$ cat src/rsc_pkg.sv
// ----------------------------------------------------------------------------
// rsc_pkg
// Types, widths and constants shared by the rotary sin/cos generator.
// ----------------------------------------------------------------------------
package rsc_pkg;

	localparam int POS_W        = 15;
	localparam int IDX_W        = 6;
	localparam int CNT_W        = 7;
	localparam int THETA_W      = 21;
	localparam int VAL_W        = 16;
	localparam int E_W          = 22;
	localparam int N_W          = 6;
	localparam int F_W          = 16;
	localparam int M_W          = 31;
	localparam int T_W          = 39;
	localparam int V_W          = 54;
	localparam int ANG_W        = 24;
	localparam int XY_W         = 34;
	localparam int Z_W          = 25;
	localparam int EXP_STEPS    = 16;
	localparam int CORDIC_STEPS = 20;
	localparam int CFG_IDX_W    = 1;

	localparam int DEF_MAX_POSITIONS = 32768;
	localparam int DEF_MAX_PAIRS     = 64;

	localparam logic [CFG_IDX_W-1:0] CFG_LOG2_THETA = 1'd0;
	localparam logic [CFG_IDX_W-1:0] CFG_PAIRS      = 1'd1;

	localparam logic [THETA_W-1:0] LOG2_THETA_RST = 21'd870824;
	localparam logic [CNT_W-1:0]   PAIRS_RST      = 7'd32;

	localparam logic [29:0]          TURN_RECIP  = 30'd683565276;
	localparam logic signed [XY_W-1:0] CORDIC_GAIN = 34'sd652032874;

	// 2^(-2^-k) in Q.30, built as a chain of floor square roots
	function automatic logic [M_W-1:0] root_const(input int k);
		logic [63:0] c;
		logic [63:0] x;
		logic [30:0] r;
		logic [30:0] cand;
		c = 64'd1 << 29;
		for (int j = 1; j <= k; j++) begin
			x = c << 30;
			r = '0;
			for (int b = 30; b >= 0; b--) begin
				cand = r | (31'd1 << b);
				if (({33'd0, cand} * {33'd0, cand}) <= x)
					r = cand;
			end
			c = {33'd0, r};
		end
		return c[M_W-1:0];
	endfunction

	function automatic logic [21:0] atan_const(input int k);
		logic [21:0] a;
		case (k)
			0:       a = 22'd2097152;
			1:       a = 22'd1238021;
			2:       a = 22'd654136;
			3:       a = 22'd332050;
			4:       a = 22'd166669;
			5:       a = 22'd83416;
			6:       a = 22'd41718;
			7:       a = 22'd20860;
			8:       a = 22'd10430;
			9:       a = 22'd5215;
			10:      a = 22'd2608;
			11:      a = 22'd1304;
			12:      a = 22'd652;
			13:      a = 22'd326;
			14:      a = 22'd163;
			15:      a = 22'd81;
			16:      a = 22'd41;
			17:      a = 22'd20;
			18:      a = 22'd10;
			default: a = 22'd5;
		endcase
		return a;
	endfunction

	// round Q.30 to Q1.15 with saturation
	function automatic logic [VAL_W-1:0] to_q15(input logic signed [XY_W-1:0] v);
		logic signed [XY_W-1:0] r;
		logic [VAL_W-1:0] o;
		r = (v + XY_W'(16384)) >>> 15;
		if (r > XY_W'(32767))
			o = 16'h7FFF;
		else if (r < -XY_W'(32768))
			o = 16'h8000;
		else
			o = r[VAL_W-1:0];
		return o;
	endfunction

	typedef struct packed {
		logic             vld;
		logic [IDX_W-1:0] idx;
		logic             lst;
		logic [POS_W-1:0] pos;
		logic [N_W-1:0]   n;
		logic [F_W-1:0]   f;
		logic [M_W-1:0]   m;
	} exp_t;

	typedef struct packed {
		logic             vld;
		logic [IDX_W-1:0] idx;
		logic             lst;
		logic [POS_W-1:0] pos;
		logic [N_W-1:0]   n;
		logic [V_W-1:0]   val;
	} mid_t;

	typedef struct packed {
		logic                   vld;
		logic [IDX_W-1:0]       idx;
		logic                   lst;
		logic [1:0]             quad;
		logic signed [XY_W-1:0] x;
		logic signed [XY_W-1:0] y;
		logic signed [Z_W-1:0]  z;
	} cor_t;

	typedef struct packed {
		logic             vld;
		logic [IDX_W-1:0] idx;
		logic [VAL_W-1:0] cos_v;
		logic [VAL_W-1:0] sin_v;
		logic             lst;
	} res_t;

endpackage

$ cat src/rsc_seq.sv
// ----------------------------------------------------------------------------
// rsc_seq
// Pair sequencer: steps the rounded exponent per pair, with a serial
// divider that refreshes the per-pair increment after reset or a config write.
// ----------------------------------------------------------------------------
module rsc_seq #(
	parameter int MAX_POSITIONS = rsc_pkg::DEF_MAX_POSITIONS,
	parameter int MAX_PAIRS     = rsc_pkg::DEF_MAX_PAIRS
) (
	input  logic                         clk,
	input  logic                         arst_n,
	input  logic                         en,
	input  logic                         cfg_we,
	input  logic [rsc_pkg::THETA_W-1:0]  log2_theta,
	input  logic [rsc_pkg::CNT_W-1:0]    pairs_in_use,
	input  logic                         in_valid,
	output logic                         in_ready,
	input  logic [rsc_pkg::POS_W-1:0]    position,
	output rsc_pkg::exp_t                stage_s0
);
	import rsc_pkg::*;

	logic               dirty_q, div_run_q, busy_q;
	logic [4:0]         div_cnt_q;
	logic [CNT_W-1:0]   div_rem_q;
	logic [THETA_W-1:0] div_quo_q;
	logic [THETA_W-1:0] lq_q;
	logic [7:0]         lr_q;
	logic [POS_W-1:0]   pos_q;
	logic [IDX_W-1:0]   idx_q;
	logic [CNT_W-1:0]   pcnt_q;
	logic [E_W-1:0]     q_q;
	logic [7:0]         r_q;

	logic [CNT_W-1:0]   pe;
	logic [7:0]         trial;
	logic               qbit;
	logic [CNT_W-1:0]   rem_nx;
	logic [THETA_W-1:0] quo_nx;
	logic               last_issue, accept;
	logic [8:0]         r_sum;
	logic [POS_W-1:0]   pos_clamp;

	always_comb begin
		if (pairs_in_use == '0)
			pe = CNT_W'(1);
		else if (pairs_in_use > CNT_W'(MAX_PAIRS))
			pe = CNT_W'(MAX_PAIRS);
		else
			pe = pairs_in_use;
	end

	assign trial  = {div_rem_q, div_quo_q[THETA_W-1]};
	assign qbit   = trial >= {1'b0, pe};
	assign rem_nx = qbit ? CNT_W'(trial - {1'b0, pe}) : trial[CNT_W-1:0];
	assign quo_nx = {div_quo_q[THETA_W-2:0], qbit};

	assign last_issue = busy_q && (CNT_W'(idx_q) + CNT_W'(1) == pcnt_q);
	assign in_ready   = !dirty_q && (!busy_q || (en && last_issue));
	assign accept     = in_valid && in_ready;
	assign r_sum      = {1'b0, r_q} + {1'b0, lr_q};
	assign pos_clamp  = ({6'd0, position} > 21'(MAX_POSITIONS - 1)) ?
		POS_W'(MAX_POSITIONS - 1) : position;

	always_ff @(posedge clk or negedge arst_n) begin
		if (!arst_n) begin
			dirty_q   <= 1'b1;
			div_run_q <= 1'b0;
			div_cnt_q <= '0;
		end else if (cfg_we) begin
			dirty_q   <= 1'b1;
			div_run_q <= 1'b0;
		end else if (dirty_q && !div_run_q) begin
			div_run_q <= 1'b1;
			div_cnt_q <= 5'(THETA_W);
		end else if (div_run_q) begin
			div_cnt_q <= div_cnt_q - 5'd1;
			if (div_cnt_q == 5'd1) begin
				div_run_q <= 1'b0;
				dirty_q   <= 1'b0;
			end
		end
	end

	always_ff @(posedge clk) begin
		if (dirty_q && !div_run_q) begin
			div_quo_q <= log2_theta;
			div_rem_q <= '0;
		end else if (div_run_q) begin
			div_quo_q <= quo_nx;
			div_rem_q <= rem_nx;
			if (div_cnt_q == 5'd1) begin
				lq_q <= quo_nx;
				lr_q <= {rem_nx, 1'b0};
			end
		end
	end

	always_ff @(posedge clk or negedge arst_n) begin
		if (!arst_n) begin
			busy_q   <= 1'b0;
			stage_s0 <= '0;
		end else begin
			if (en) begin
				stage_s0.vld <= busy_q;
				stage_s0.idx <= idx_q;
				stage_s0.lst <= last_issue;
				stage_s0.pos <= pos_q;
				stage_s0.n   <= q_q[E_W-1:F_W];
				stage_s0.f   <= q_q[F_W-1:0];
				stage_s0.m   <= M_W'(1) << 30;
			end
			if (accept) begin
				busy_q <= 1'b1;
				pos_q  <= pos_clamp;
				idx_q  <= '0;
				q_q    <= '0;
				r_q    <= {1'b0, pe};
				pcnt_q <= pe;
			end else if (en && busy_q) begin
				idx_q <= idx_q + IDX_W'(1);
				if (r_sum >= {1'b0, pcnt_q, 1'b0}) begin
					r_q <= 8'(r_sum - {1'b0, pcnt_q, 1'b0});
					q_q <= q_q + E_W'(lq_q) + E_W'(1);
				end else begin
					r_q <= r_sum[7:0];
					q_q <= q_q + E_W'(lq_q);
				end
				if (last_issue)
					busy_q <= 1'b0;
			end
		end
	end

endmodule

$ cat config.mk
export PLATFORM = sky130hd
export DESIGN_NAME = rsc_seq
export DESIGN_NICKNAME = d
export VERILOG_FILES = /design/src/rsc_pkg.sv /design/src/rsc_seq.sv
export SDC_FILE = /design/constraint.sdc
export NUM_CORES = 1
export LEC_CHECK = 0
export ABC_AREA = 1
export ABC_CLOCK_PERIOD_IN_PS = 4100
export BUFFER_PORTS_ARGS = -buffer_cell sky130_fd_sc_hd__buf_4
export CORE_ASPECT_RATIO = 0.8
export CORE_MARGIN = 5
export CORE_UTILIZATION = 55
export CTS_CLUSTER_DIAMETER = 50
export DETAILED_ROUTE_END_ITERATION = 6
export PLACE_DENSITY_LB_ADDON = 0.25
export SYNTH_ARGS = -nofsm -noshare
export SYNTH_HDL_FRONTEND = slang
export SYNTH_SLANG_ARGS = --single-unit
$ cat constraint.sdc
create_clock -name clk -period 4.1 [get_ports clk]
set_clock_uncertainty 0.15 [all_clocks]
set_input_delay 0.205 -clock clk [delete_from_list [all_inputs] [get_ports clk]]
set_output_delay 0.205 -clock clk [all_outputs]
set_load 0.02 [all_outputs]
### After elaboration in Yosys (flattened, before gate mapping)

Cells that the tools add are included.

* register bits after elaboration: 168
* bits of input ports: 48
* output and inout port bits: 77
* word-level logic and storage cells: 83

* add/sub/neg operators: 8
* order comparisons: 3
* equality and inequality tests: 3
* muxes and demuxes: 24
* bitwise logic cells: 2
* reduce and logical (&&, ||, !) cells: 22

Operator list (count)
* two-way mux 22 bit: 2
* two-way mux 21 bit: 2
* two-way mux 7 bit: 4
* adder 22 x 1 -> 22 bit, second input constant: 1
* adder 22 x 21 -> 22 bit: 1
* two-way mux 8 bit: 2
* two-way mux 1 bit: 11
* two-way mux 5 bit: 2
* nonzero test 2 bit: 5
* adder 8 x 8 -> 9 bit: 1
* greater-or-equal comparator 9 x 8 -> 1 bit: 1
* greater-or-equal comparator 8 x 7 -> 1 bit: 1
* AND reduction 2 bit: 4
* subtractor 8 bit: 1
* adder 6 x 1 -> 7 bit, second input constant: 1
* == test 7 bit: 1
* greater-than comparator 7 bit, second input constant: 1
* zero test 7 bit: 1
* subtractor 7 bit: 1
* adder 6 x 1 -> 6 bit, second input constant: 1
* logical AND 1 bit: 6
* two-way mux 6 bit: 1
* AND reduction 3 bit: 2
* == test 5 x 1 -> 1 bit, second input constant: 1
* other kinds (5): 8

### Logic depth before layout (Yosys ltp)

* depth in word-level cells: 9
* depth in mapped cells: 22
* mapped depth without buffers: 22

### Worst setup path after synthesis

Ideal clock, no wire load.

* kind: reg-to-reg
* start: reg lr_q[1]
* end: reg q_q[20], data pin
* setup time: 0.252 ns
* arrival: 3.068 ns
* required time: 3.698 ns
* setup slack: 0.629 ns
* stages on the path, launching flop included: 22
* period minus slack after synthesis: 3.471 ns
* cell sequence: edfxtp_1 ha_1 inv_1 fa_1 o21ai_0 a21o_1 a21oi_1 xnor2_1 ha_1 nand2_1 nor3b_1 a21oi_1 nand3_1 inv_1 nor2_2 nand2_1 nor2_1 nand3b_1 nand2_1 nand2_1 nand2_1 nand2_1

* longest elaborated chain between the ends: 4

Ends and longest elaborated chain
* start, declared: RTL line rsc_seq.sv:28 `logic [7:0] lr_q;`
* start signal, assigned: RTL line rsc_seq.sv:94 `lr_q <= {rem_nx, 1'b0};`
* adder 8 x 8 -> 9 bit: RTL line rsc_seq.sv:61 `assign r_sum = {1'b0, r_q} + {1'b0, lr_q};`
* greater-or-equal comparator 9 x 8 -> 1 bit: RTL line rsc_seq.sv:122 `if (r_sum >= {1'b0, pcnt_q, 1'b0}) begin`
* two-way mux 22 bit: RTL line rsc_seq.sv:122
* two-way mux 22 bit: RTL line rsc_seq.sv:120 `end else if (en && busy_q) begin`
* end signal, assigned: RTL line rsc_seq.sv:124 `q_q <= q_q + E_W'(lq_q) + E_W'(1);`
* end signal, assigned: RTL line rsc_seq.sv:127 `q_q <= q_q + E_W'(lq_q);`
* end, declared: RTL line rsc_seq.sv:32 `logic [E_W-1:0] q_q;`

No other way between the ends.
A chain may end at the register's enable or synchronous reset.

### Worst setup path in the final report

* start: reg r_q[1]
* end: reg q_q[20], data pin

* longest elaborated chain between the ends: 4

Ends and longest elaborated chain
* start, declared: RTL line rsc_seq.sv:33 `logic [7:0] r_q;`
* start signal, assigned: RTL line rsc_seq.sv:118 `r_q <= {1'b0, pe};`
* start signal, assigned: RTL line rsc_seq.sv:123 `r_q <= 8'(r_sum - {1'b0, pcnt_q, 1'b0});`
* start signal, assigned: RTL line rsc_seq.sv:126 `r_q <= r_sum[7:0];`
* adder 8 x 8 -> 9 bit: RTL line rsc_seq.sv:61
* greater-or-equal comparator 9 x 8 -> 1 bit: RTL line rsc_seq.sv:122
* two-way mux 22 bit: RTL line rsc_seq.sv:122
* two-way mux 22 bit: RTL line rsc_seq.sv:120

No other way between the ends.

==> results.sh <==
export IMPL_status="finished clean"
export IMPL_cts_root_buf="clkbuf_16"
export IMPL_drv_cap=0
export IMPL_worst_pin_slew_ns=1.10
export IMPL_clk_pin_slew_ns=0.07
export IMPL_vdd_drop_max_uv=271
export IMPL_synth_top_cell_area_share_pct=32.9
export IMPL_synth_cell_types=48
export IMPL_slew_viol_final=0
export IMPL_chipHeight_um=129
export IMPL_syn_area_per_cell_um2=8.27
export IMPL_cts_buffers=17
export IMPL_postPlaceCellArea_mm2=0.0106
export IMPL_worst_skew_pair_late_latency_ns=0.43
export IMPL_max_freq_mhz=269
export IMPL_wl_per_cell_um=14.6
export IMPL_fin_nets=1417
export IMPL_cts_sinks=168
export IMPL_drc_errors=0
export IMPL_cp_end_kind="flop"
export IMPL_cp_max_fo=6
export IMPL_timing_slew_headroom_pct=26.7
export IMPL_drive_above_1_share_pct=12.6
export IMPL_period_needed_ns=3.72
export IMPL_layout_cells_non_filler=1557
export IMPL_grt_antenna_before_repair=0
export IMPL_p_leak_nw=5.77
export IMPL_hold_class="in -> reg"
export IMPL_gp_congestion=0.916
export IMPL_dr_pass1_iters=6
export IMPL_grt_max_degree=47
export IMPL_layout_area_overhead_vs_synth_pct=18.7
export IMPL_cp_arrival_ns=3.77
export IMPL_clockBufferDepth=2
export IMPL_finalCritPeriodShare_pct=90.7
export IMPL_hold_viol_final=0
export IMPL_post_synth_instance_area_mm2=0.00978
export IMPL_ys_ff_latch=168
export IMPL_num_vias=8075
export IMPL_grtUsageTotal_pct=21.9
export IMPL_yosysWarnings=0
export IMPL_initial_core_util_pct=56.3
export IMPL_wirelength_um=22700
export IMPL_finalSetupViolations=0
export IMPL_die_width_um=159
export IMPL_required_ns=4.15
export IMPL_cts_tree="done"
export IMPL_coreArea_mm2=0.0174
export IMPL_placed_cells=1481
export IMPL_path_class="reg -> reg"
export IMPL_synth_area_leaders="edfxtp_1 33%, nand2_1 16%, dfrtp_1 14%"
export IMPL_avgViaCountPerCell=5.19
export IMPL_grt_pass1_vias=7287
export IMPL_die_area_mm2=0.0206
export IMPL_final_area_mm2=0.0116
export IMPL_syn_inst=1182
export IMPL_ys_seq_area_share_pct=48.1
export IMPL_synth_edf_count=107
export IMPL_hpwlAfterDp_um=16700
export IMPL_async_flop_share_pct=32.1
export IMPL_design_portCount=125
export IMPL_n_fill_cell=1417
export IMPL_grt_pass1_wl_um=36500
export IMPL_htree_levels=4
export IMPL_yosys_most_used_dff="edfxtp_1"
export IMPL_cp_start_kind="flop"
export IMPL_drt_iter0_drc=733
export IMPL_num_antenna_cells=0
export IMPL_synth_top_area_cell="edfxtp_1"
export IMPL_final_antenna_net_count=0
export IMPL_setup_tns_ns=0
export IMPL_io_buffers=94
export IMPL_rsz0062_at_grt="no"
export IMPL_num_rows=43
export IMPL_powerDensity_mw_per_mm2=489
export IMPL_gr_total_overflow=0
state kept, by name, indices dropped and copies added, names as in the netlist:
| signal | cells |
|---|---|
| busy_q | 1 |
| r_q | 8 |
| pcnt_q | 7 |
| dirty_q | 1 |
| pos_q | 15 |
| div_run_q | 1 |
| div_quo_q | 21 |
| div_rem_q | 7 |
| stage_s0 | 46 |
| idx_q | 6 |
| q_q | 22 |
| lr_q | 7 |
| lq_q | 21 |
| div_cnt_q | 5 |
logic make-up after synthesis:
logic type                 after synthesis  synth area share, %
AOI/OAI and AO/OA                      130                 7.67
adders and majority gates               50                 6.71
buffers and inverters                  222                 10.1
muxes                                    1                0.102
and+or+nand+nor                        587                 25.0
DFF                                    168                 48.1
other                                    1               0.0384
xor gates and xnor gates                23                 2.21
routing by layer:
layer / GRT usage [%] / wire, µm / up-vias / share of wire [%]
li1: - / - / 4051 / -
met1: 33.7 / 11300 / 3705 / 50
met2: 31.5 / 9310 / 280 / 41
met3: 4.26 / 1660 / 39 / 7.3
met4: 7.02 / 416 / 0 / 1.8
met5: 0 / 0 / - / 0
worst max-delay path, stage by stage (launching register included):
cell      delay [ns]
edfxtp_1        0.34
ha_1            0.19
inv_1           0.06
fa_1            0.40
o21ai_1         0.21
a21o_1          0.14
a21oi_1         0.06
xnor2_1         0.15
ha_1            0.34
nand2_1         0.07
nor3b_1         0.19
a21oi_1         0.10
nand3_2         0.14
inv_1           0.13
nor2_2          0.21
nand2_1         0.13
nor2_1          0.17
nand3b_1        0.09
nand2_1         0.08
nand2_1         0.05
nand2_1         0.05
nand2_1         0.04
worst paths after layout:
path	startpoint	end	slack (ns)	cells after the start
worst max-delay path	r_q[1]$_DFFE_PP_	q_q[20]$_SDFFCE_PP0P_	0.38	21
worst min-delay path	en	stage_s0[61]$_DFFE_PN0P_	0.03	3
worst max register to register	r_q[1]$_DFFE_PP_	q_q[20]$_SDFFCE_PP0P_	0.38	21
worst min register to register	pos_q[5]$_DFFE_PP_	stage_s0[58]$_DFFE_PN0P_	0.30	2
max in group asynchronous	arst_n	dirty_q$_DFFE_PN1P_	2.66	3
min in group asynchronous	arst_n	stage_s0[54]$_DFFE_PN0P_	0.17	2
layout by cell type, fill, tap and decap left out, types with 4 or more instances in the layout:
cell           count
buf_4            102
o22ai_1            8
dfrtp_1           53
o21bai_1           4
nand3b_1           7
inv_1            155
o21ai_1           13
ha_1              46
a22oi_2            5
dfxtp_1            7
xor2_1            13
nor3_1            10
nand3_1           51
a22o_1             4
nor2_2             5
inv_2              8
xnor2_1            8
fa_1               4
dlygate4sd3_1     44
a31oi_1            8
nand4_1           19
clkbuf_16         18
edfxtp_1         107
nor2_1            66
inv_6              4
nand2_1          410
conb_1            30
o21ai_0           41
a21oi_1           41
synth_stat cells (all sizes together), types with 12 or more instances:
| library cell | instances |
|---|---|
| xor2 | 15 |
| buf | 40 |
| inv | 164 |
| nor3 | 12 |
| a21oi | 41 |
| nand3 | 54 |
| nand2 | 414 |
| edfxtp | 107 |
| dfrtp | 53 |
| nor2 | 72 |
| clkbuf | 17 |
| nand4 | 20 |
| ha | 46 |
| o21ai | 54 |
layout make-up:
class	instances	area, µm²	area share, %
Multi-Input combinational cell	821	4200	36.2
Tap cell	225	282	2.43
Clock buffer	20	458	3.95
Sequential cell	168	4710	40.5
Timing Repair Buffer	146	1210	10.4
Inverter	165	622	5.36
Clock inverter	12	131	1.13
per-stage QoR:
step	hold slack (ns)	setup slack (ns)	power, mW	utilization, %
floorplan	-0.241	0.629	3.57	-
detailed placement	0.101	0.209	4.03	60.8
global placement	0.102	0.309	3.99	60.8
finish	0.0306	0.380	5.67	66.8
global route	0.0484	0.0527	6.02	66.8
CTS	0.0271	0.207	5.67	66.8
where the power goes:
part           internal (mW)  switching (mW)
registers               2.09           0.173
logic                  0.654            1.15
clock network          0.896           0.702
timing repair:
item	in CTS	in global routing
endpoints found under the hold margin	82	0
gates resized for setup	0	2
hold buffers	44	0
endpoints found under the setup margin	0	4
setup buffers	0	0
Power figures use the tool's default switching activity.
