**src/rsc_pkg.sv**
```systemverilog
// ----------------------------------------------------------------------------
// rsc_pkg
// Types, widths and constants shared by the rotary sin/cos generator.
// ----------------------------------------------------------------------------
package rsc_pkg;

	localparam int POS_W        = 15;
	localparam int IDX_W        = 6;
	localparam int CNT_W        = 7;
	localparam int THETA_W      = 21;
	localparam int VAL_W        = 16;
	localparam int E_W          = 22;
	localparam int N_W          = 6;
	localparam int F_W          = 16;
	localparam int M_W          = 31;
	localparam int T_W          = 39;
	localparam int V_W          = 54;
	localparam int ANG_W        = 24;
	localparam int XY_W         = 34;
	localparam int Z_W          = 25;
	localparam int EXP_STEPS    = 16;
	localparam int CORDIC_STEPS = 20;
	localparam int CFG_IDX_W    = 1;

	localparam int DEF_MAX_POSITIONS = 32768;
	localparam int DEF_MAX_PAIRS     = 64;

	localparam logic [CFG_IDX_W-1:0] CFG_LOG2_THETA = 1'd0;
	localparam logic [CFG_IDX_W-1:0] CFG_PAIRS      = 1'd1;

	localparam logic [THETA_W-1:0] LOG2_THETA_RST = 21'd870824;
	localparam logic [CNT_W-1:0]   PAIRS_RST      = 7'd32;

	localparam logic [29:0]          TURN_RECIP  = 30'd683565276;
	localparam logic signed [XY_W-1:0] CORDIC_GAIN = 34'sd652032874;

	// 2^(-2^-k) in Q.30, built as a chain of floor square roots
	function automatic logic [M_W-1:0] root_const(input int k);
		logic [63:0] c;
		logic [63:0] x;
		logic [30:0] r;
		logic [30:0] cand;
		c = 64'd1 << 29;
		for (int j = 1; j <= k; j++) begin
			x = c << 30;
			r = '0;
			for (int b = 30; b >= 0; b--) begin
				cand = r | (31'd1 << b);
				if (({33'd0, cand} * {33'd0, cand}) <= x)
					r = cand;
			end
			c = {33'd0, r};
		end
		return c[M_W-1:0];
	endfunction

	function automatic logic [21:0] atan_const(input int k);
		logic [21:0] a;
		case (k)
			0:       a = 22'd2097152;
			1:       a = 22'd1238021;
			2:       a = 22'd654136;
			3:       a = 22'd332050;
			4:       a = 22'd166669;
			5:       a = 22'd83416;
			6:       a = 22'd41718;
			7:       a = 22'd20860;
			8:       a = 22'd10430;
			9:       a = 22'd5215;
			10:      a = 22'd2608;
			11:      a = 22'd1304;
			12:      a = 22'd652;
			13:      a = 22'd326;
			14:      a = 22'd163;
			15:      a = 22'd81;
			16:      a = 22'd41;
			17:      a = 22'd20;
			18:      a = 22'd10;
			default: a = 22'd5;
		endcase
		return a;
	endfunction

	// round Q.30 to Q1.15 with saturation
	function automatic logic [VAL_W-1:0] to_q15(input logic signed [XY_W-1:0] v);
		logic signed [XY_W-1:0] r;
		logic [VAL_W-1:0] o;
		r = (v + XY_W'(16384)) >>> 15;
		if (r > XY_W'(32767))
			o = 16'h7FFF;
		else if (r < -XY_W'(32768))
			o = 16'h8000;
		else
			o = r[VAL_W-1:0];
		return o;
	endfunction

	typedef struct packed {
		logic             vld;
		logic [IDX_W-1:0] idx;
		logic             lst;
		logic [POS_W-1:0] pos;
		logic [N_W-1:0]   n;
		logic [F_W-1:0]   f;
		logic [M_W-1:0]   m;
	} exp_t;

	typedef struct packed {
		logic             vld;
		logic [IDX_W-1:0] idx;
		logic             lst;
		logic [POS_W-1:0] pos;
		logic [N_W-1:0]   n;
		logic [V_W-1:0]   val;
	} mid_t;

	typedef struct packed {
		logic                   vld;
		logic [IDX_W-1:0]       idx;
		logic                   lst;
		logic [1:0]             quad;
		logic signed [XY_W-1:0] x;
		logic signed [XY_W-1:0] y;
		logic signed [Z_W-1:0]  z;
	} cor_t;

	typedef struct packed {
		logic             vld;
		logic [IDX_W-1:0] idx;
		logic [VAL_W-1:0] cos_v;
		logic [VAL_W-1:0] sin_v;
		logic             lst;
	} res_t;

endpackage

```
**src/rsc_exp_cell.sv**
```systemverilog
// ----------------------------------------------------------------------------
// rsc_exp_cell
// One exp2 step: scales the mantissa by 2^(-2^-K) when fraction bit is set.
// ----------------------------------------------------------------------------
module rsc_exp_cell #(
	parameter int K = 1
) (
	input  logic          clk,
	input  logic          arst_n,
	input  logic          en,
	input  rsc_pkg::exp_t d,
	output rsc_pkg::exp_t q
);
	import rsc_pkg::*;

	localparam logic [M_W-1:0] ROOT = root_const(K);

	logic [61:0] prod;
	logic [61:0] rsum;
	exp_t        nx;

	assign prod = 62'(d.m) * 62'(ROOT);
	assign rsum = prod + (62'd1 << 29);

	always_comb begin
		nx = d;
		if (d.f[F_W-K])
			nx.m = rsum[60:30];
	end

	always_ff @(posedge clk or negedge arst_n) begin
		if (!arst_n) begin
			q <= '0;
		end else if (en) begin
			q <= nx;
		end
	end

endmodule

```
**config.mk**
```make
export PLATFORM = sky130hd
export DESIGN_NAME = rsc_exp_cell
export DESIGN_NICKNAME = d
export VERILOG_FILES = /design/src/rsc_pkg.sv /design/src/rsc_exp_cell.sv
export SDC_FILE = /design/constraint.sdc
export NUM_CORES = 1
export LEC_CHECK = 0
export ABC_AREA = 0
export BUFFER_PORTS_ARGS = -buffer_cell sky130_fd_sc_hd__buf_2
export CAP_MARGIN = 0
export CORE_MARGIN = 3
export CORE_UTILIZATION = 45
export DETAILED_ROUTE_END_ITERATION = 8
export PLACE_DENSITY = 0.64
export RECOVER_POWER = 25
export SYNTH_ARGS = -nofsm -noshare
export SYNTH_HDL_FRONTEND = slang
export SYNTH_SLANG_ARGS = --single-unit
```
**constraint.sdc**
```tcl
create_clock -name clk -period 1.6 [get_ports clk]
set_clock_uncertainty 0.2 [all_clocks]
set_input_delay 0.08 -clock clk [delete_from_list [all_inputs] [get_ports clk]]
set_output_delay 0.08 -clock clk [all_outputs]
set_load 0.02 [all_outputs]
```
== Yosys cells after proc, flatten, opt, wreduce, memory -nomap -nowiden ==
Index checks and enable logic that the tools add are counted.

* Flip-flop bits (word level): 76

* Add/sub/neg operators: 1
* Multiply operators: 1
* Mux-type cells: 1

{| class="wikitable"
|+ Operators by type and width
! operator !! number
|-
| adder 61 x 30 -> 61 bit (second input constant) || 1
|-
| multiplier 31 x 28 -> 59 bit (second input constant) || 1
|-
| two-way mux 31 bit || 1
|}

== Longest topological paths before layout ==
Gate-level depths: netlist of run 1.

* Depth in word-level cells: 3
* Gate-level depth with buffers: 29
* Gate-level depth less buffers: 28

== Worst setup path before layout of run 1 ==
OpenSTA, ideal clock, no wires.

* Path kind: input port to flip-flop
* Start: input d[20] in the netlist's numbering
* End: register q[27] in the netlist's numbering
* Arrival: 6.659 ns
* Path slack: -5.330 ns
* Stages on the path: 26
* Buffers on the path: 1
* Cells stage by stage: ha_1 -> fa_1 -> inv_1 -> fa_1 -> inv_1 -> fa_1 -> inv_1 -> fa_1 -> inv_1 -> fa_1 -> inv_1 -> fa_1 -> inv_1 -> ha_1 -> buf_6 -> and2_4 -> and3_4 -> a221oi_2 -> o21ai_1 -> o211ai_1 -> or3b_1 -> and3b_2 -> nor4b_4 -> nand3_4 -> or4_1 -> nand3_1

* Word-level cells in the longest chain between the ends: 3

{| class="wikitable"
|+ RTL lines
! what !! line !! source
|-
| start: declaration || rsc_exp_cell.sv:11 || <nowiki>input rsc_pkg::exp_t d,</nowiki>
|-
| multiplier 31 x 28 -> 59 bit || rsc_exp_cell.sv:22 || <nowiki>assign prod = 62'(d.m) * 62'(ROOT);</nowiki>
|-
| adder 61 x 30 -> 61 bit || rsc_exp_cell.sv:23 || <nowiki>assign rsum = prod + (62'd1 << 29);</nowiki>
|-
| two-way mux 31 bit || rsc_exp_cell.sv:27 || <nowiki>if (d.f[F_W-K])</nowiki>
|-
| end signal: assignment || rsc_exp_cell.sv:35 || <nowiki>q <= nx;</nowiki>
|-
| end: declaration || rsc_exp_cell.sv:12 || <nowiki>output rsc_pkg::exp_t q</nowiki>
|}

Every way passes these cells.
A chain may end at the register's enable or synchronous reset.

== Final worst setup path of run 1 ==
* Start: input d[23] in the netlist's numbering
* End: register q[28] in the netlist's numbering

Same word-level chain as after synthesis.

==> results of run 1 <==
==> synthesized netlist by cell type, types with 28 or more instances <==
cell type / number
xor2_1: 35
dfrtp_1: 76
nand4_1: 28
nand3_1: 42
ha_1: 350
fa_1: 305
mux2_2: 58
nor2_1: 71
o21ai_0: 48
a21oi_1: 86
inv_1: 599
nand2_1: 71
==> routing by layer <==
metal	vias to the layer above	global-route usage, %
li1	8079	-
met1	8519	36.0
met2	417	49.2
met3	111	3.18
met4	0	8.97
met5	-	0
==> critical path, delay by kind of cell <==
kind | cells | cell delay [ns]
adders and majority gates | 8 | 3.57
and+or+nand+nor | 7 | 1.83
buffers and inverters | 10 | 0.85
AOI/OAI and AO/OA | 3 | 0.54
==> logic make-up after synthesis <==
logic type                 share of synthesized area, %
adders and majority gates                          53.2
buffers and inverters                              12.4
and+or+nand+nor                                    9.28
AOI/OAI and AO/OA                                  9.06
DFF                                                9.66
muxes                                              3.72
xor gates and xnor gates                           2.67
==> worst max-delay path by stage <==
stage                     startpoint                end  slack [ns]  cells after the start
after floorplan                d[24]  q[28]$_DFFE_PN0P_       -5.08                     26
after global placement         d[22]  q[29]$_DFFE_PN0P_       -5.87                     27
after detailed placement       d[22]  q[29]$_DFFE_PN0P_       -5.93                     27
after CTS                      d[23]  q[28]$_DFFE_PN0P_       -5.08                     26
after global routing           d[22]  q[27]$_DFFE_PN0P_       -5.42                     30
final                          d[23]  q[28]$_DFFE_PN0P_       -5.22                     28
==> through the flow <==
step / hold slack [ns] / setup TNS [ns] / util [%] / area [sq um] / worst slack (ns)
6_report: 0.0382 / -155.24 / 63.8 / 27600 / -5.22
5_1_grt: 0.0331 / -160.98 / 63.8 / 27600 / -5.42
4_1_cts: 0.0256 / -151.34 / 62.4 / 26900 / -5.08
3_5_place_dp: -0.227 / -171.90 / 57.8 / 25000 / -5.93
3_3_place_gp: -0.229 / -170.68 / 57.8 / 25000 / -5.87
2_1_floorplan: -0.416 / -143.78 / - / 20300 / -5.08
==> area by class of cell <==
type / instances / area, sq um
clock inverter: 6 / 70.1
multi-input combinational: 1387 / 17000
tap: 585 / 732
clock buffer: 10 / 239
timing repair buffer: 695 / 5330
sequential: 76 / 1900
fill: 3568 / 15600
inverter: 599 / 2250
antenna: 2 / 5.00
==> what timing repair did <==
item / CTS / global route
pin swaps: 117 / 83
setup buffers: 36 / 25
setup endpoints to repair: 31 / 48
hold buffers: 47 / 1
resized for setup: 200 / 105
hold endpoints to repair: 121 / 17
==> out/results.ini, run 1 <==
[worst_setup_path]
crit_top_cell=fa_1
cpPeakStageDelay_ns=0.56
crit_slowest_cell=fa_2
r2r-start=q[22]$_DFFE_PN0P_
crit_path_end_kind=flip-flop
crit_arrival_ns=6.90
crit_fanout=6
required_ns=1.67
reg2reg_to=q[22]$_DFFE_PN0P_
worstRegToRegCells=3
crit_type=in -> reg
regToRegSetupSlack_ns=0.45
startpoint_type=input port

[global_route]
grt_pass1_wl_mm=101
gr-total-overflow=0
grt_pass1_vias=18800
antenna_found_initial=1
gr-usage-all-layers_pct=27.9
grt_start_max_net_pins=41

[hold_path]
hold_path_end=q[23]$_DFFE_PN0P_
min_from=d[23]
holdPathStages=4
hp-class=in -> reg

[floorplanning]
fp.dieH_microns=215
core-area_sq_mm=0.0432
num_io_pins=155
rows=76
initial_core_util_pct=45.6
die_w_microns=215
die_area_sq_mm=0.0463

[yosys]
synth_cell_types=88
synth_area_leaders=fa_1 (31%), ha_1 (22%), inv_1 (11%)
synth-async-reset-ratio_pct=100
ys_seq_area_share_pct=9.66
synth_edf_count=0
synthFlopType=dfrtp_1
ys_ff_latch=76
syn_avg_cell_area_sq_um=9.37
synth_fp_nets=2837
synth_area_sq_mm=0.0197
synth_top_area_share_pct=31.0
yosys.area.top_type=fa_1
synth_cells=2103
synth_warnings=0

[drt]
routed_wl_mm=63.8
drt_iter0_markers=830
viasPerCell=5.10
dr.pass1.iters=5
final_antenna_net_count=0
wl_met3_mm=2.75
wirelength_met1_mm=26.9
vias=17100
drc=0
wl_met2_mm=31.7
wire_per_inst_microns=19.0
highest_layer=met4

[sta]
relSlewSlack_pct=51.1
post-route-period-util_pct=426
fmax_mhz=147
rsz0062_at_grt=yes
tightestPinTransition_ns=0.722
setup_viol=31
drv_slew=0
hold_viol=0
finalCriticalPeriod_ns=6.82
setup_ws_ns=-5.22

[clock_tree]
cts_root_buffer=clkbuf_16
numCtsBuffers=9
clockBufferDepth=2
cts.clk_slew.worst_paths_ns=0.06
cts_tree=done
cts_num_sinks=76
htreeDepth=3
clk-insertion-delay-late_ns=0.33

[placement]
place.detailed.hpwl_mm=53.9
place_congestion=0.912
io_buffers=154
dp.cells=3235

[layout]
largest_register_ffs=76
area_growth_pct=39.9
mostFrequentLayoutCell=inv_1
drive_gt1_share_pct=35.7
final_cell_mix=inv_1 (562), buf_4 (466), fa_1 (295), ha_1 (282), buf_2 (121)
top_register=q
nets=3502
finalNonFillerCells=3360
reg.largest.list=q: 76 flops

[run_status]
outcome=finished, violations left
violations=negative setup slack

[flow_run]
drv_cap=0

Power of run 1 is left out: the tool's default activity adds up to more than one toggle a clock period on the data nets, which glitch-free logic cannot reach.
==> inputs of run 2 (changes only) <==
Settings changed: CORE_UTILIZATION 45 to 25, PLACE_DENSITY 0.64 to 0.51.
==> run 2 against run 1 <==
Against the previous run: the flow still finishes with violations (negative setup slack); maximum frequency down 0.40%; cell count up 13%; routed wire length up 1.1%; critical path depth down 1; sequential cell count unchanged; hold slack worse by 0.023 ns; register-to-register slack about the same.
==> out/results.ini, run 2 (same netlist as run 1, synthesis figures left out) <==
[run_status]
outcome=finished, violations left
violations=negative setup slack

[global_route]
grt-busiest-layer=met2
grt_pass1_wl_mm=102  ; +0.54%
use_met2_pct=28.3  ; -21 points
grt_start_max_net_pins=58  ; +41%
gr-total-overflow=0  ; unchanged
gr-usage-met3_pct=1.22  ; -2.0 points
gr-usage-all-layers_pct=16.0  ; -12 points
antenna_found_initial=2  ; +1
grt_use_met1_pct=22.1  ; -14 points
grt_pass1_vias=17900  ; -5.0%

[drt]
viasPerCell=4.36  ; -15%
wire_per_inst_microns=17.0  ; -10%
vias=16500  ; -3.8%
drt_iter0_markers=697  ; -16%
drc=0  ; unchanged
final_antenna_net_count=0  ; unchanged
dr.pass1.iters=5  ; unchanged
routed_wl_mm=64.4  ; +1.1%

[clock_tree]
cts.clk_slew.worst_paths_ns=0.07  ; about the same
cts_num_sinks=76  ; unchanged
htreeDepth=3  ; unchanged
cts_root_buffer=clkbuf_16
cts_tree=done
clk-insertion-delay-late_ns=0.32  ; about the same
numCtsBuffers=9  ; unchanged
clockBufferDepth=2  ; unchanged

[sta]
holdWs_ns=0.0147  ; -0.0234 ns
drv_slew=0  ; unchanged
rsz0062_at_grt=yes
post-route-period-util_pct=428  ; +1.7 points
relSlewSlack_pct=38.2  ; -13 points
setup_ws_ns=-5.25  ; -0.0271 ns
tightestPinTransition_ns=0.927  ; +0.206 ns
hold_viol=0  ; unchanged
fmax_mhz=146  ; -0.40%
setup_viol=31  ; unchanged
finalCriticalPeriod_ns=6.85  ; +0.0271 ns

[layout]
area_growth_pct=41.9
nets=3470  ; -0.91%
mostFrequentLayoutCell=inv_1
antennaDiodeCount=0  ; -2
fill_cells=7944  ; +120%
postLayoutCellArea_sq_mm=0.0280  ; +1.4%
largest_register_ffs=76  ; unchanged
final_cell_mix=inv_1 (560), buf_4 (432), fa_1 (295), ha_1 (289), buf_2 (125)
drive_gt1_share_pct=35.2  ; -0.46 points
top_register=q
reg.largest.list=q: 76 flops

[placement]
place.detailed.hpwl_mm=56.6  ; +4.9%
io_buffers=154  ; unchanged
place_congestion=0.884  ; -3.0%
dpl_cell_area_sq_mm=0.0255  ; +2.1%

[hold_path]
holdPathStages=4  ; unchanged
hp-class=in -> reg

[floorplanning]
fp.dieH_microns=287  ; +33%
core-area_sq_mm=0.0777  ; +80%
initial_core_util_pct=25.3  ; -20 points
die_area_sq_mm=0.0822  ; +77%
rows=102  ; +34%
num_io_pins=155  ; unchanged
die_w_microns=287  ; +33%

[flow_run]
drv_cap=0  ; unchanged

[worst_setup_path]
required_ns=1.67  ; about the same
startpoint_type=input port
crit_path_end_kind=flip-flop
worstRegToRegCells=3  ; unchanged
crit_type=in -> reg
crit_fanout=6  ; unchanged
crit_arrival_ns=6.92  ; +0.02 ns

## run 2: cell types whose count changed in the layout (fill, tap and decap cells not counted), moves of 4 or more
cell | before | now
xnor2_4 | 0 | 4
ha_4 | 64 | 60
buf_2 | 121 | 125
nand3_4 | 2 | 6
xor2_1 | 28 | 32
xor2_2 | 7 | 3
nor2_2 | 8 | 2
mux2_2 | 50 | 46
mux2_4 | 7 | 12
clkbuf_1 | 7 | 1
buf_4 | 466 | 432
nor2_1 | 62 | 66
ha_1 | 282 | 289
## run 2: layout make-up
type / count / area [sq um] / share of cell area [%]
Timing Repair Buffer: 663 / 5130 / 18.4
Clock buffer: 10 / 239 / 0.855
Multi-Input combinational cell: 1387 / 17100 / 61.0
Tap cell: 1040 / 1300 / 4.66
Inverter: 599 / 2250 / 8.06
Sequential cell: 76 / 1900 / 6.80
Clock inverter: 6 / 68.8 / 0.246
## run 2: through the flow
stage                     utilization, %  instances  setup WS, ns  TNS, ns
after floorplan                        -       2103         -5.08  -143.78
after global placement              32.8       3683         -5.80  -170.57
after detailed placement            32.8       3683         -5.85  -170.91
after CTS                           35.2       3767         -5.22  -152.34
after global routing                36.0       3781         -5.47  -162.59
final                               36.0       3781         -5.25  -153.22
## run 2: worst paths after layout
check	slack [ns]	endpoint	from
worst max register to register	0.45	q[27]$_DFFE_PN0P_	q[27]$_DFFE_PN0P_
worst min-delay path	0.01	q[22]$_DFFE_PN0P_	d[22]
max in group asynchronous	0.16	q[11]$_DFFE_PN0P_	arst_n
worst max-delay path	-5.25	q[29]$_DFFE_PN0P_	d[22]
min in group asynchronous	0.25	q[54]$_DFFE_PN0P_	arst_n
worst min register to register	0.30	q[32]$_DFFE_PN0P_	q[32]$_DFFE_PN0P_
## run 2: timing repair
item,4_1_cts,5_1_grt
cloned,0,1
endpoints found under the setup margin,31,54
hold endpoints to repair,125,0
resized for setup,222,95
hold buffers,47,0
buffers inserted,24,16
pin swaps,114,83
## run 2: per-layer routing
layer | wire, microns | share of wire, % | vias to the layer above
met5 | 27 | 0.042 | -
met4 | 526 | 0.82 | 4
met3 | 1780 | 2.8 | 32
met2 | 32000 | 50 | 216
met1 | 30100 | 47 | 8207
li1 | - | - | 8013
## run 2: critical path, cell delays in order
cell	delay (ns)
buf_12	0.11
buf_6	0.11
ha_4	0.25
buf_6	0.12
fa_1	0.49
inv_2	0.04
fa_1	0.51
inv_2	0.05
fa_1	0.48
inv_1	0.05
fa_1	0.49
inv_2	0.05
fa_1	0.47
inv_1	0.05
fa_1	0.51
inv_2	0.05
ha_4	0.29
nand4_1	0.22
or3_4	0.42
o21ai_0	0.38
o41ai_1	0.16
a211oi_2	0.19
and3b_2	0.23
nor4b_4	0.34
nand3_4	0.18
or4_1	0.52
nand3_1	0.09
Power of run 2 is left out for the same reason.
==> inputs of run 3 (changes only) <==
Clock period 1.6 ns to 8 ns, I/O delays scaled along.
==> run 3 against run 2 <==
Against the previous run: the flow finishes with violations (max-capacitance violations, max-slew violations); die area stayed put; utilization fell by 6.5 points; via count fell by 7.8%; critical path depth decreased by 3; cell count shrank 10%; non-clock buffer count decreased by 377; highest routed layer unchanged; register-to-register slack gained 6.3 ns; routed wire length shrank 7.7%.
==> out/results.ini, run 3 (same netlist as run 1, synthesis figures left out) <==
[run_status]
outcome=finished, violations left
violations=max-capacitance violations, max-slew violations

[global_route]
gr-total-overflow=0  ; unchanged
grt_pass1_vias=16500  ; -7.8%
gr-usage-all-layers_pct=14.9  ; -1.1 points
antenna_found_initial=2  ; unchanged
grt_start_max_net_pins=77  ; +33%
grt_pass1_wl_mm=94.1  ; -7.7%

[floorplanning]
fp.dieH_microns=287  ; unchanged
num_io_pins=155  ; unchanged
die_w_microns=287  ; unchanged
initial_core_util_pct=25.3  ; unchanged
core-area_sq_mm=0.0777  ; unchanged
die_area_sq_mm=0.0822  ; unchanged
rows=102  ; unchanged

[hold_path]
min_from=d[37]
hp-class=in -> reg
holdPathStages=2  ; -2

[clock_tree]
clockBufferDepth=2  ; unchanged
numCtsBuffers=9  ; unchanged
htreeDepth=3  ; unchanged
cts_root_buffer=clkbuf_16
cts_num_sinks=76  ; unchanged
cts_tree=done
clk-insertion-delay-late_ns=0.33  ; about the same
cts.clk_slew.worst_paths_ns=0.06  ; about the same

[placement]
place.detailed.hpwl_mm=53.0  ; -6.2%
io_buffers=154  ; unchanged
dp.cells=3388  ; -8.0%
place_congestion=0.876  ; -0.89%

[worst_setup_path]
startpoint_type=input port
crit_top_cell=fa_1
regToRegSetupSlack_ns=6.75  ; +6.30 ns
crit_end=q[25]$_DFFE_PN0P_
crit_type=in -> reg
crit_slowest_cell=fa_1
crit_path_start=d[11]
reg2reg_to=q[22]$_DFFE_PN0P_
crit_path_end_kind=flip-flop
crit_fanout=10  ; +4
worstRegToRegCells=3  ; unchanged
r2r-start=q[22]$_DFFE_PN0P_
crit_arrival_ns=7.68  ; +0.76 ns
cpPeakStageDelay_ns=0.55  ; +0.03 ns
cp_cell_sequence=buf_2 -> ha_1 -> fa_1 -> fa_1 -> inv_1 -> fa_1 -> inv_1 -> fa_1 -> fa_1 -> inv_1 -> fa_1 -> inv_1 -> ha_1 -> a21oi_1 -> o21ai_1 -> a221oi_2 -> o21ai_1 -> nor4_1 -> or3b_1 -> and3b_2 -> nor4b_4 -> nand3_4 -> or4_1 -> nand3_1
required_ns=8.07  ; +6.40 ns

[sta]
post-route-period-util_pct=95.1
tightestPinTransition_ns=4.27  ; +3.35 ns
fmax_mhz=131
hold_viol=0  ; unchanged
finalCriticalPeriod_ns=7.61
drv_slew=77  ; +77
setup_viol=0  ; -100%
relSlewSlack_pct=-185  ; -220 points
rsz0062_at_grt=no
setup-tns-final_ns=0  ; +153.22 ns
holdWs_ns=0.0911  ; +0.0763 ns

[drt]
routed_wl_mm=59.5  ; -7.7%
final_antenna_net_count=0  ; unchanged
viasPerCell=4.46  ; +2.4%
vias=15200  ; -7.8%
dr.pass1.iters=5  ; unchanged
drt_iter0_markers=780  ; +12%
wire_per_inst_microns=17.5  ; +2.6%
drc=0  ; unchanged

[layout]
reg.largest.list=q: 76 flops
mostFrequentLayoutCell=inv_1
top_register=q
finalNonFillerCells=3404  ; -10%
largest_register_ffs=76  ; unchanged
area_growth_pct=16.3
nets=3093  ; -11%
final_cell_mix=inv_1 (599), ha_1 (350), fa_1 (305), buf_2 (152), buf_4 (131)
fill_cells=8281  ; +4.2%
drive_gt1_share_pct=16.8  ; -18 points
antennaDiodeCount=0  ; unchanged

[flow_run]
drv_cap=1  ; +1

[run 3: changes by cell type in the layout (fill, tap and decap cells not counted), moves of 14 or more]
cell	previous run	this run
ha_4	60	0
buf_2	125	152
buf_4	432	131
inv_2	38	0
a21oi_1	64	86
dlygate4sd3_1	46	0
nand3_1	28	42
inv_1	560	599
buf_6	41	0
o21ai_0	32	48
a21oi_2	20	3
ha_1	289	350
[run 3: per-layer routing]
layer	GRT usage (%)	vias up	wire length, microns
met1	21.1	7528	28300
met4	3.49	4	1650
li1	-	7252	-
met3	1.30	78	2100
met2	24.4	327	27500
met5	0	-	27
[run 3: repair_timing]
item | in CTS | in global routing
gates resized for setup | 0 | 2
setup buffers | 0 | 0
hold buffers | 0 | 0
endpoints found under the setup margin | 0 | 4
[run 3: layout make-up]
type                       instances  area (sq um)  area share (%)
clock buffer                      10           239            1.04
timing repair buffer             286          1790            7.80
inverter                         599          2250            9.81
tap                             1040          1300            5.68
clock inverter                     6          70.1           0.306
multi-input combinational       1387         15400            67.1
sequential                        76          1900            8.30
[run 3: metrics by stage]
stage	utilization [%]	worst slack [ns]	area, sq um
3_3_place_gp	29.1	0.117	22600
4_1_cts	29.5	0.358	22900
2_1_floorplan	-	0.750	19700
6_report	29.5	0.392	22900
3_5_place_dp	29.1	0.00874	22600
5_1_grt	29.5	0.00371	22900
[run 3: how the worst min path moves through the flow]
stage | slack [ns] | endpoint
after floorplan | -0.1 | q[0]$_DFFE_PN0P_
after global placement | 0.28 | q[42]$_DFFE_PN0P_
after detailed placement | 0.29 | q[49]$_DFFE_PN0P_
after CTS | 0.07 | q[62]$_DFFE_PN0P_
after global routing | 0.08 | q[43]$_DFFE_PN0P_
final | 0.09 | q[37]$_DFFE_PN0P_
[run 3: worst max-delay path, delay by kind of cell]
kind	cells	cell delay, ns
adders and majority gates	8	3.79
AOI/OAI and AO/OA	4	1.07
buffers and inverters	5	0.56
and+or+nand+nor	7	1.83
Power of run 3 is left out for the same reason.
